**src/rtl/core/qdsm_pkg.sv**
```systemverilog
// Shared types, constants and tables for the quadrature decoder speed meter.
package qdsm_pkg;

   localparam int CHANNELS         = 2;
   localparam int AVG_DEPTH        = 4;
   localparam int CH_W             = 1;
   localparam int SLOT_W           = $clog2(AVG_DEPTH);
   localparam int FILL_W           = $clog2(AVG_DEPTH + 1);
   localparam int RING_DEPTH       = CHANNELS * AVG_DEPTH;
   localparam int RING_AW          = CH_W + SLOT_W;
   localparam int TOTAL_W          = 34;
   localparam int DVD_W            = 42;
   localparam int DVS_W            = 32;
   localparam int DCNT_W           = $clog2(DVD_W + 1);
   localparam int SPEED_SCALE      = 1000;
   localparam int DEFAULT_INTERVAL = 10;
   localparam int CSR_AW           = 1;
   localparam int CSR_DW           = 16;

   typedef enum logic [1:0] {
      KIND_EDGE    = 2'd0,
      KIND_TICK    = 2'd1,
      KIND_CLEAR   = 2'd2,
      KIND_CAPTURE = 2'd3
   } kind_type;

   localparam logic [CSR_AW-1:0] CSR_INVERT   = 1'd0;
   localparam logic [CSR_AW-1:0] CSR_INTERVAL = 1'd1;

   typedef struct packed {
      logic [31:0]               pos;
      logic [31:0]               edges;
      logic [31:0]               invalid;
      logic [1:0]                prev;
      logic [31:0]               sampled;
      logic [31:0]               delta;
      logic [31:0]               avg;
      logic [TOTAL_W-1:0]        total;
      logic [SLOT_W-1:0]         slot;
      logic [FILL_W-1:0]         fill;
      logic [1:0]                dir;
   } chan_rec_type;

   localparam int REC_W = $bits(chan_rec_type);

   // Step indexed by {previous levels, new levels}.
   localparam logic [1:0] QUAD_STEP [16] = '{
      2'b00, 2'b11, 2'b01, 2'b00,
      2'b01, 2'b00, 2'b00, 2'b11,
      2'b11, 2'b00, 2'b00, 2'b01,
      2'b00, 2'b01, 2'b11, 2'b00
   };

   typedef struct packed {
      logic              start;
      logic [DVD_W-1:0]  dividend;
      logic [DVS_W-1:0]  divisor;
   } div_req_type;

   typedef struct packed {
      logic              busy;
      logic              done;
      logic [DVD_W-1:0]  quotient;
   } div_rsp_type;

endpackage

```
**src/rtl/core/quadrature_decoder_speed_meter.sv**
```systemverilog
// Two-channel quadrature decoder with sampled, averaged speed per channel.
// Edge, clear and capture items give one result each. A tick whose interval
// has elapsed gives one result per channel: the per-channel record is read
// from a RAM with registered read data, the position change is multiplied by
// 1000, then two passes (load, 42 quotient bits, finish) through one shared
// bit-serial divider (raw speed, then the running mean) give the speed. A
// tick before the interval has elapsed is taken and gives nothing. One item
// is in work at a time; a new item is taken while the last result still
// waits in the output register.
module quadrature_decoder_speed_meter (
   input  logic                          clock,
   input  logic                          reset,
   input  logic                          req_tvalid,
   output logic                          req_tready,
   input  logic [39:0]                   req_tdata,  // channel, levels, now_ms
   input  logic [1:0]                    req_tuser,  // kind
   output logic                          rsp_tvalid,
   input  logic                          rsp_tready,
   // channel_res, position, edges, invalid_count, delta, speed, direction
   output logic [167:0]                  rsp_tdata,
   output logic                          rsp_tuser,  // from_sample
   output logic                          rsp_tlast,
   input  logic                          csr_we,
   input  logic [qdsm_pkg::CSR_AW-1:0]   csr_addr,
   input  logic [qdsm_pkg::CSR_DW-1:0]   csr_wdata
);
   import qdsm_pkg::*;

   typedef enum logic [7:0] {
      S_IDLE  = 8'b0000_0001,
      S_READ  = 8'b0000_0010,
      S_EXEC  = 8'b0000_0100,
      S_MUL   = 8'b0000_1000,
      S_DIVR  = 8'b0001_0000,
      S_DIVA  = 8'b0010_0000,
      S_WRITE = 8'b0100_0000,
      S_EMIT  = 8'b1000_0000
   } state_type;

   state_type           state_ff;
   logic [CHANNELS-1:0] invert_ff;
   logic [15:0]         interval_ff;
   logic [31:0]         time_base_ff;
   logic [CHANNELS-1:0] rec_valid_ff;

   kind_type            kind_ff;
   logic [CH_W-1:0]     ch_ff;
   logic [1:0]          lv_ff;
   logic [31:0]         now_ff;
   logic [31:0]         elapsed_ff;
   chan_rec_type        rec_ff;
   logic [31:0]         ring_old_ff;
   logic [RING_AW-1:0]  ring_waddr_ff;
   logic [31:0]         raw_ff;
   logic                neg_ff;
   logic                tot_neg_ff;
   logic                div_start_ff;
   logic [DVD_W-1:0]    div_dvd_ff;
   logic [DVS_W-1:0]    div_dvs_ff;
   div_req_type         div_req;
   div_rsp_type         div_rsp;

   logic                rsp_valid_ff;
   logic [167:0]        rsp_data_ff;
   logic                rsp_user_ff;
   logic                rsp_last_ff;

   // input unpack
   logic [CH_W-1:0]     req_chan;
   logic [1:0]          req_lv;
   logic [31:0]         req_now;
   kind_type            req_kind;
   logic [31:0]         req_elapsed;
   logic [15:0]         iv;

   assign req_chan    = req_tdata[0];
   assign req_lv      = req_tdata[2:1];
   assign req_now     = req_tdata[34:3];
   assign req_kind    = kind_type'(req_tuser);
   assign req_elapsed = req_now - time_base_ff;
   assign iv          = (interval_ff == 16'd0) ? 16'd1 : interval_ff;

   assign div_req = {div_start_ff, div_dvd_ff, div_dvs_ff};

   // memories
   logic [REC_W-1:0]    rec_rdata;
   logic [31:0]         ring_rdata;
   logic                ring_we;
   logic [RING_AW-1:0]  ring_raddr;
   chan_rec_type        rec_rd;

   assign rec_rd     = rec_valid_ff[ch_ff] ? chan_rec_type'(rec_rdata) : '0;
   assign ring_raddr = {ch_ff, rec_rd.slot};
   assign ring_we    = (state_ff == S_WRITE) && (kind_ff == KIND_TICK);

   qdsm_ram #(.WIDTH(REC_W), .DEPTH(CHANNELS)) u_rec_ram (
      .clock (clock),
      .we    (state_ff == S_WRITE),
      .waddr (ch_ff),
      .wdata (REC_W'(rec_ff)),
      .raddr (ch_ff),
      .rdata (rec_rdata)
   );

   qdsm_ram #(.WIDTH(32), .DEPTH(RING_DEPTH)) u_ring_ram (
      .clock (clock),
      .we    (ring_we),
      .waddr (ring_waddr_ff),
      .wdata (raw_ff),
      .raddr (ring_raddr),
      .rdata (ring_rdata)
   );

   qdsm_div u_div (
      .clock   (clock),
      .reset   (reset),
      .div_req (div_req),
      .div_rsp (div_rsp)
   );

   // edge, clear and capture update
   chan_rec_type        rec_upd;
   logic [1:0]          st;
   logic [31:0]         step32;

   always_comb begin
      rec_upd = rec_rd;
      st      = QUAD_STEP[{rec_rd.prev, lv_ff}];
      step32  = {{30{st[1]}}, st};
      if (invert_ff[ch_ff]) begin
         step32 = -step32;
      end
      unique case (kind_ff)
         KIND_EDGE: begin
            rec_upd.edges = rec_rd.edges + 32'd1;
            rec_upd.prev  = lv_ff;
            if ((rec_rd.prev ^ lv_ff) == 2'b11) begin
               rec_upd.invalid = rec_rd.invalid + 32'd1;
            end else begin
               rec_upd.pos = rec_rd.pos + step32;
            end
         end
         KIND_CLEAR: begin
            rec_upd      = '0;
            rec_upd.prev = lv_ff;
         end
         KIND_CAPTURE: rec_upd.prev = lv_ff;
         default:      rec_upd = rec_rd;
      endcase
   end

   // sample arithmetic
   logic [31:0]         d;
   logic signed [DVD_W-1:0] prod;
   logic [DVD_W-1:0]    prod_mag;
   logic [DVD_W-1:0]    q;
   logic [31:0]         raw;
   logic [31:0]         old_spd;
   logic [TOTAL_W-1:0]  total_new;
   logic [TOTAL_W-1:0]  tot_mag;
   logic [FILL_W-1:0]   fill_new;
   logic [SLOT_W-1:0]   slot_new;
   logic [1:0]          dir_new;

   always_comb begin
      d        = rec_ff.pos - rec_ff.sampled;
      prod     = $signed({{(DVD_W-32){d[31]}}, d}) * $signed(DVD_W'(SPEED_SCALE));
      prod_mag = prod[DVD_W-1] ? DVD_W'(-prod) : DVD_W'(prod);
      q        = div_rsp.quotient;
      if (!neg_ff) begin
         raw = (q > DVD_W'(32'h7FFF_FFFF)) ? 32'h7FFF_FFFF : q[31:0];
      end else begin
         raw = (q > DVD_W'(32'h8000_0000)) ? 32'h8000_0000 : (~q[31:0] + 32'd1);
      end
      old_spd   = (rec_ff.fill == FILL_W'(AVG_DEPTH)) ? ring_old_ff : 32'd0;
      total_new = rec_ff.total - {{(TOTAL_W-32){old_spd[31]}}, old_spd}
                  + {{(TOTAL_W-32){raw[31]}}, raw};
      tot_mag   = total_new[TOTAL_W-1] ? (~total_new + 1'b1) : total_new;
      fill_new  = (rec_ff.fill < FILL_W'(AVG_DEPTH)) ? rec_ff.fill + 1'b1 : rec_ff.fill;
      slot_new  = (rec_ff.slot == SLOT_W'(AVG_DEPTH - 1)) ? '0 : rec_ff.slot + 1'b1;
      if (d == 32'd0) begin
         dir_new = 2'b00;
      end else if (d[31]) begin
         dir_new = 2'b11;
      end else begin
         dir_new = 2'b01;
      end
   end

   logic out_free;
   logic last_ch;
   assign out_free = !rsp_valid_ff || rsp_tready;
   assign last_ch  = (kind_ff != KIND_TICK) || (ch_ff == CH_W'(CHANNELS - 1));

   assign req_tready = (state_ff == S_IDLE);

   // control
   always_ff @(posedge clock) begin
      if (reset) begin
         state_ff     <= S_IDLE;
         invert_ff    <= '0;
         interval_ff  <= 16'(DEFAULT_INTERVAL);
         time_base_ff <= '0;
         rec_valid_ff <= '0;
         rsp_valid_ff <= 1'b0;
         div_start_ff <= 1'b0;
      end else begin
         // launch the raw-speed divide, then the mean divide
         div_start_ff <= (state_ff == S_MUL) || ((state_ff == S_DIVR) && div_rsp.done);
         if (csr_we) begin
            case (csr_addr)
               CSR_INVERT:   invert_ff   <= csr_wdata[CHANNELS-1:0];
               CSR_INTERVAL: interval_ff <= csr_wdata;
               default:      interval_ff <= interval_ff;
            endcase
         end
         if (rsp_tready && !((state_ff == S_EMIT) && out_free)) begin
            rsp_valid_ff <= 1'b0;
         end
         unique case (state_ff)
            S_IDLE: begin
               if (req_tvalid) begin
                  if (req_kind == KIND_TICK) begin
                     if (req_elapsed >= {16'd0, iv}) begin
                        state_ff <= S_READ;
                     end
                  end else if (32'(req_chan) < 32'(CHANNELS)) begin
                     state_ff <= S_READ;
                  end
               end
            end
            S_READ: state_ff <= S_EXEC;
            S_EXEC: state_ff <= (kind_ff == KIND_TICK) ? S_MUL : S_WRITE;
            S_MUL:  state_ff <= S_DIVR;
            S_DIVR: begin
               if (div_rsp.done) begin
                  state_ff <= S_DIVA;
               end
            end
            S_DIVA: begin
               if (div_rsp.done) begin
                  state_ff <= S_WRITE;
               end
            end
            S_WRITE: begin
               rec_valid_ff[ch_ff] <= 1'b1;
               if (kind_ff == KIND_CAPTURE) begin
                  time_base_ff <= now_ff;
               end
               state_ff <= S_EMIT;
            end
            S_EMIT: begin
               if (out_free) begin
                  rsp_valid_ff <= 1'b1;
                  if (last_ch) begin
                     if (kind_ff == KIND_TICK) begin
                        time_base_ff <= now_ff;
                     end
                     state_ff <= S_IDLE;
                  end else begin
                     state_ff <= S_READ;
                  end
               end
            end
            default: state_ff <= S_IDLE;
         endcase
      end
   end

   // payload
   always_ff @(posedge clock) begin
      case (state_ff)
         S_IDLE: begin
            kind_ff    <= req_kind;
            ch_ff      <= (req_kind == KIND_TICK) ? '0 : req_chan;
            lv_ff      <= req_lv;
            now_ff     <= req_now;
            elapsed_ff <= req_elapsed;
         end
         S_EXEC: begin
            rec_ff        <= (kind_ff == KIND_TICK) ? rec_rd : rec_upd;
            ring_waddr_ff <= ring_raddr;
         end
         S_MUL: begin
            ring_old_ff <= ring_rdata;
            neg_ff      <= prod[DVD_W-1];
            div_dvd_ff  <= prod_mag;
            div_dvs_ff  <= elapsed_ff;
         end
         S_DIVR: begin
            if (div_rsp.done) begin
               raw_ff         <= raw;
               rec_ff.sampled <= rec_ff.pos;
               rec_ff.delta   <= d;
               rec_ff.dir     <= dir_new;
               rec_ff.total   <= total_new;
               rec_ff.fill    <= fill_new;
               rec_ff.slot    <= slot_new;
               tot_neg_ff     <= total_new[TOTAL_W-1];
               div_dvd_ff     <= DVD_W'(tot_mag);
               div_dvs_ff     <= DVS_W'(fill_new);
            end
         end
         S_DIVA: begin
            if (div_rsp.done) begin
               rec_ff.avg <= tot_neg_ff ? (~q[31:0] + 32'd1) : q[31:0];
            end
         end
         S_EMIT: begin
            if (out_free) begin
               rsp_data_ff <= {5'd0, rec_ff.dir, rec_ff.avg, rec_ff.delta,
                               rec_ff.invalid, rec_ff.edges, rec_ff.pos, ch_ff};
               rsp_user_ff <= (kind_ff == KIND_TICK);
               rsp_last_ff <= last_ch;
               if (!last_ch) begin
                  ch_ff <= ch_ff + 1'b1;
               end
            end
         end
         default: ch_ff <= ch_ff;
      endcase
   end

   assign rsp_tvalid = rsp_valid_ff;
   assign rsp_tdata  = rsp_data_ff;
   assign rsp_tuser  = rsp_user_ff;
   assign rsp_tlast  = rsp_last_ff;

   a_state_onehot: assert property (@(posedge clock) disable iff (reset)
      $onehot(state_ff))
      else $error("state register not one-hot");

   a_div_idle: assert property (@(posedge clock) disable iff (reset)
      (state_ff == S_IDLE) |-> !div_rsp.busy)
      else $error("divider busy while idle");

   a_div_done: assert property (@(posedge clock) disable iff (reset)
      div_rsp.done |-> (state_ff == S_DIVR || state_ff == S_DIVA))
      else $error("divider finished outside a divide step");

   a_item_last: assert property (@(posedge clock) disable iff (reset)
      (rsp_tvalid && !rsp_tuser) |-> rsp_tlast)
      else $error("non-sample result not marked last");

   a_dir_code: assert property (@(posedge clock) disable iff (reset)
      rsp_tvalid |-> (rsp_tdata[162:161] != 2'b10))
      else $error("direction out of range");

endmodule

```
**src/rtl/core/qdsm_ram.sv**
```systemverilog
// Generic single-write, single-read RAM with registered read data.
module qdsm_ram #(
   parameter int WIDTH = 8,
   parameter int DEPTH = 2
) (
   input  logic                     clock,
   input  logic                     we,
   input  logic [$clog2(DEPTH)-1:0] waddr,
   input  logic [WIDTH-1:0]         wdata,
   input  logic [$clog2(DEPTH)-1:0] raddr,
   output logic [WIDTH-1:0]         rdata
);

   logic [WIDTH-1:0] mem_ff [DEPTH];
   logic [WIDTH-1:0] rdata_ff;

   always_ff @(posedge clock) begin
      if (we) begin
         mem_ff[waddr] <= wdata;
      end
      rdata_ff <= mem_ff[raddr];
   end

   assign rdata = rdata_ff;

endmodule

```
**src/rtl/core/qdsm_div.sv**
```systemverilog
// Unsigned restoring divider, one quotient bit per cycle.
module qdsm_div (
   input  logic                 clock,
   input  logic                 reset,
   input  qdsm_pkg::div_req_type div_req,
   output qdsm_pkg::div_rsp_type div_rsp
);
   import qdsm_pkg::*;

   logic              busy_ff;
   logic              done_ff;
   logic [DCNT_W-1:0] cnt_ff;
   logic [DVS_W-1:0]  rem_ff;
   logic [DVD_W-1:0]  quo_ff;
   logic [DVS_W-1:0]  dvs_ff;

   logic [DVS_W:0]    rem_sh;
   logic              ge;
   logic [DVS_W-1:0]  rem_in;

   // remainder stays below the divisor, so it always fits DVS_W bits
   always_comb begin
      rem_sh = {rem_ff, quo_ff[DVD_W-1]};
      ge     = rem_sh >= {1'b0, dvs_ff};
      rem_in = ge ? DVS_W'(rem_sh - {1'b0, dvs_ff}) : rem_sh[DVS_W-1:0];
   end

   always_ff @(posedge clock) begin
      if (reset) begin
         busy_ff <= 1'b0;
         done_ff <= 1'b0;
         cnt_ff  <= '0;
      end else begin
         done_ff <= 1'b0;
         if (div_req.start) begin
            busy_ff <= 1'b1;
            cnt_ff  <= DCNT_W'(DVD_W);
         end else if (busy_ff) begin
            cnt_ff <= cnt_ff - 1'b1;
            if (cnt_ff == DCNT_W'(1)) begin
               busy_ff <= 1'b0;
               done_ff <= 1'b1;
            end
         end
      end
   end

   always_ff @(posedge clock) begin
      if (div_req.start) begin
         rem_ff <= '0;
         quo_ff <= div_req.dividend;
         dvs_ff <= div_req.divisor;
      end else if (busy_ff) begin
         rem_ff <= rem_in;
         quo_ff <= {quo_ff[DVD_W-2:0], ge};
      end
   end

   assign div_rsp.busy     = busy_ff;
   assign div_rsp.done     = done_ff;
   assign div_rsp.quotient = quo_ff;

endmodule

```
**config.mk**
```make
export PLATFORM = sky130hd
export DESIGN_NAME = quadrature_decoder_speed_meter
export DESIGN_NICKNAME = d
export VERILOG_FILES = /design/src/rtl/core/qdsm_pkg.sv /design/src/rtl/core/quadrature_decoder_speed_meter.sv /design/src/rtl/core/qdsm_ram.sv /design/src/rtl/core/qdsm_div.sv
export SDC_FILE = /design/constraint.sdc
export NUM_CORES = 2
export LEC_CHECK = 0
export BUFFER_PORTS_ARGS = -buffer_cell sky130_fd_sc_hd__buf_4
export CAP_MARGIN = 40
export CORE_MARGIN = 4
export CORE_UTILIZATION = 46
export CTS_CLUSTER_SIZE = 16
export DETAILED_ROUTE_END_ITERATION = 6
export SETUP_SLACK_MARGIN = 0.4
export SLEW_MARGIN = 20
export SYNTH_ARGS = -nofsm -noshare
export SYNTH_HDL_FRONTEND = slang
export SYNTH_SLANG_ARGS = --single-unit
```
**constraint.sdc**
```tcl
create_clock -name clock -period 16.9 [get_ports clock]
set_input_delay 3.38 -clock clock [delete_from_list [all_inputs] [get_ports clock]]
set_output_delay 3.38 -clock clock [all_outputs]
set_load 0.005 [all_outputs]
```
==> out/results.tsv <==
stage	metric	value	unit
synth	synth_enable_flop_cells	1412	
timing	layout_setup_ws	6.40	ns
cts	cts_root_buf	clkbuf_16	
power_and_ir_drop	p_per_area	118	nW/um^2
finish	diodes	0	
timing	grt_setup_unrepaired	false	
cts	clk_pin_slew	0.06	ns
timing	setup_viol	0	
place	pre_cts_slack	6.70	ns
setup_path	critPathMaxFanout	27	
timing	skew	0.0603	ns
cts	cts_hold_buffers	0	
cts	cts-buffers-inserted	184	
setup_path	cp_common_cell	inv_1	
synth	ys.flop_type	edfxtp_1	
synth	synth.ff_latch_count	1781	
synth	yosys.area.top_type_share	0.519	
setup_path	arrival	11.05	ns
setup_path	start_kind	register	
run	cap_violations	0	
routing	drc	0	
cts	cts.htree.levels	4	
timing	period_minus_slack	10.50	ns
power_and_ir_drop	ir_drop	0.000110	V
place	portBuffers	225	
min_path	hp-class	register to register	
floorplan	dieWidth	429	um
routing	routed_via_density	5.42	
timing	hold_violations	0	
floorplan	die_area	184000	um^2
finish	synthToLayoutAreaGrowth	13.8	%
timing	max_slew_margin	0.299	
timing	maxSlewViolCount	0	
power_and_ir_drop	p_leak	34.9	nW
synth	synth.distinct_cells	102	
synth	syn-mean-instance-area	12.7	um^2
routing	vias	49900	
finish	fillers	15000	
cts	clk_latency	0.85	ns
finish	finish.utilization	0.527	
place	dp_hpwl	122000	um
synth	synth_area	81600	um^2
timing	fin_crit_sh	0.622	
grt	antenna_found_initial	10	
floorplan	ios	236	
cts	post_cts.repair.setup_buffers	0	
grt	grt_start_max_net_pins	158	
floorplan	start_util	0.463	
synth	yosys-top-cells-area	edfxtp_1 (52%), dfxtp_1 (9.0%), mux2_2 (4.4%)	
setup_path	worst_path_max_delay_cell	clkinv_1	
synth	yosysTopAreaCell	edfxtp_1	
routing	drt_pass1_iterations	6	
finish	layout-drive-gt1-share	0.153	
grt	first_global_vias	50000	
status	status	finished clean	
cts	post_cts_resized	0	
place	gp_congestion	0.872	
timing	worst_slew_pin_slew	1.05	ns
setup_path	required	17.45	ns
grt	overflow	0	
synth	yosysWarnings	0	
grt	grtUsageTotal	0.201	
routing	drt-total-wl	186000	um
routing	wl_per_cell	20.1	um
setup_path	end_kind	register	
synth	netlist_instances	6449	
floorplan	rows	154	
cts	clock_path_buffers	3	
floorplan	core-area	176000	um^2
cts	cts_tree	done	
synth	ys_async_sr_fraction	0	
setup_path	crit_type	register to register	
timing	fin_setup_tns	0	ns
cts	numClockSinks	1781	
floorplan	die_h	429	um
setup_path	slowest_delay	0.86	ns
routing	final_antenna_net_count	0	
timing	clock.fmax	95.2	MHz
routing	drt_iter0_drc	3810	
grt	grt_pass1_wl	290000	um
synth	ys_seq_area_frac	0.610	
finish	nets	7193	
==> logic make-up (layout without fill, tap and decap cells) <==
group           after synthesis  count (layout)  synth area share
compound gates             1063            1063            0.0811
other cells                   1               5         0.0000459
simple gates               1548            1548            0.0910
buf+inv                     841            1262            0.0394
fa+ha+maj                   419             419            0.0768
mux                         439             439            0.0636
flops                      1781            1781             0.610
xor+xnor                    357             357            0.0383
==> flip-flops by register name (all words and copies together) (netlist names), 42 cells and up <==
| signal | flops |
|---|---|
| u_rec_ram.mem_ff | 470 |
| u_ring_ram.mem_ff | 256 |
| rec_ff | 235 |
| u_rec_ram.rdata | 235 |
| rsp_tdata | 163 |
| div_dvd_ff | 42 |
| u_div.quo_ff | 42 |
==> per-stage QoR <==
stage | power, mW | hold WS, ns | cells | instance area, um^2
floorplan | 6.45 | 0.386 | 6453 | 81700
global route | 11.5 | 0.385 | 9214 | 92900
detailed placement | 6.89 | 0.389 | 8858 | 86400
finish | 11.0 | 0.377 | 9214 | 92900
CTS | 11.1 | 0.374 | 9206 | 92800
global placement | 6.85 | 0.389 | 8835 | 86000
==> cells in the final DEF, fill, tap and decap left out, drive strengths merged, types with 19 or more instances in the layout <==
master	synthesis	layout
edfxtp	1412	1412
inv	582	590
nand2	508	508
dfxtp	369	369
nor2	346	346
buf	49	328
o21ai	318	318
mux2	316	316
a21oi	293	293
ha	280	280
clkbuf	206	250
nand3	200	200
xnor2	188	188
xor2	169	169
fa	137	137
mux2i	91	91
a21o	87	87
nor3	83	83
and3	73	73
nor2b	69	69
clkinv	4	68
a211oi	55	55
o22ai	50	50
or3	48	48
nand2b	42	42
nand4	32	32
mux4	32	32
nor4	31	31
a31oi	30	30
o311a	28	28
o21bai	28	28
and2	28	28
o21a	21	21
or2	19	19
==> worst max-delay path: cells and delay by family (launching register included) <==
| family | cells | cell delay, ns |
|---|---|---|
| DFF | 1 | 0.47 |
| and+or+nand+nor | 2 | 0.70 |
| buffers and inverters | 8 | 1.56 |
| muxes | 1 | 0.29 |
| adders and majority gates | 7 | 2.79 |
| AOI/OAI and AO/OA | 13 | 3.38 |
| xor gates and xnor gates | 3 | 1.00 |
==> cells in the mapped netlist, types with 28 or more instances <==
library cell / count
fa_1: 137
o21bai_1: 28
inv_1: 582
o311a_1: 28
nor3_1: 82
nand3_1: 199
nor2_1: 346
and3_1: 73
o21ai_0: 309
mux2_2: 316
mux4_2: 32
o22ai_1: 50
ha_1: 280
xor2_1: 169
xnor2_1: 188
nand2b_1: 42
nor2b_1: 69
a31oi_1: 30
a21o_1: 87
buf_1: 32
a211oi_1: 54
nand2_1: 508
dfxtp_1: 369
clkbuf_1: 205
nand4_1: 32
edfxtp_1: 1412
and2_1: 28
mux2i_1: 91
a21oi_1: 292
or3_1: 47
==> final cells by class <==
class / instances / area, um^2 / area share
clock buffers: 250 / 5110 / 0.0550
clock inverters: 98 / 1240 / 0.0133
inverters: 586 / 2200 / 0.0237
multi-input cells: 3831 / 28800 / 0.310
flip-flops and latches: 1781 / 49800 / 0.536
well taps: 2340 / 2930 / 0.0315
repair buffers: 328 / 2830 / 0.0304
==> routing by layer <==
| layer | track usage | routed length [um] | vias up |
|---|---|---|---|
| met5 | 0 | 33 | - |
| met4 | 0.0737 | 6580 | 4 |
| met3 | 0.0364 | 10400 | 317 |
| met2 | 0.317 | 84400 | 1250 |
| met1 | 0.279 | 84200 | 24600 |
| li1 | - | - | 23700 |
==> worst paths after layout <==
path	start	endpoint	slack (ns)	cells after the start
setup / recovery	rec_ff[203]	div_dvd_ff[21]	6.40	34
hold / removal	u_ring_ram.rdata[7]	ring_old_ff[7]	0.38	0
setup reg to reg	rec_ff[203]	div_dvd_ff[21]	6.40	34
hold reg to reg	u_ring_ram.rdata[7]	ring_old_ff[7]	0.38	0
==> power by group <==
| group | switching, mW | leakage (nW) | total, mW | internal, mW |
|---|---|---|---|---|
| logic | 1.08 | 16.4 | 1.85 | 0.763 |
| clock network | 1.75 | 3.07 | 4.16 | 2.41 |
| registers | 0.0671 | 15.4 | 4.96 | 4.89 |
Power figures use the tool's default switching activity.
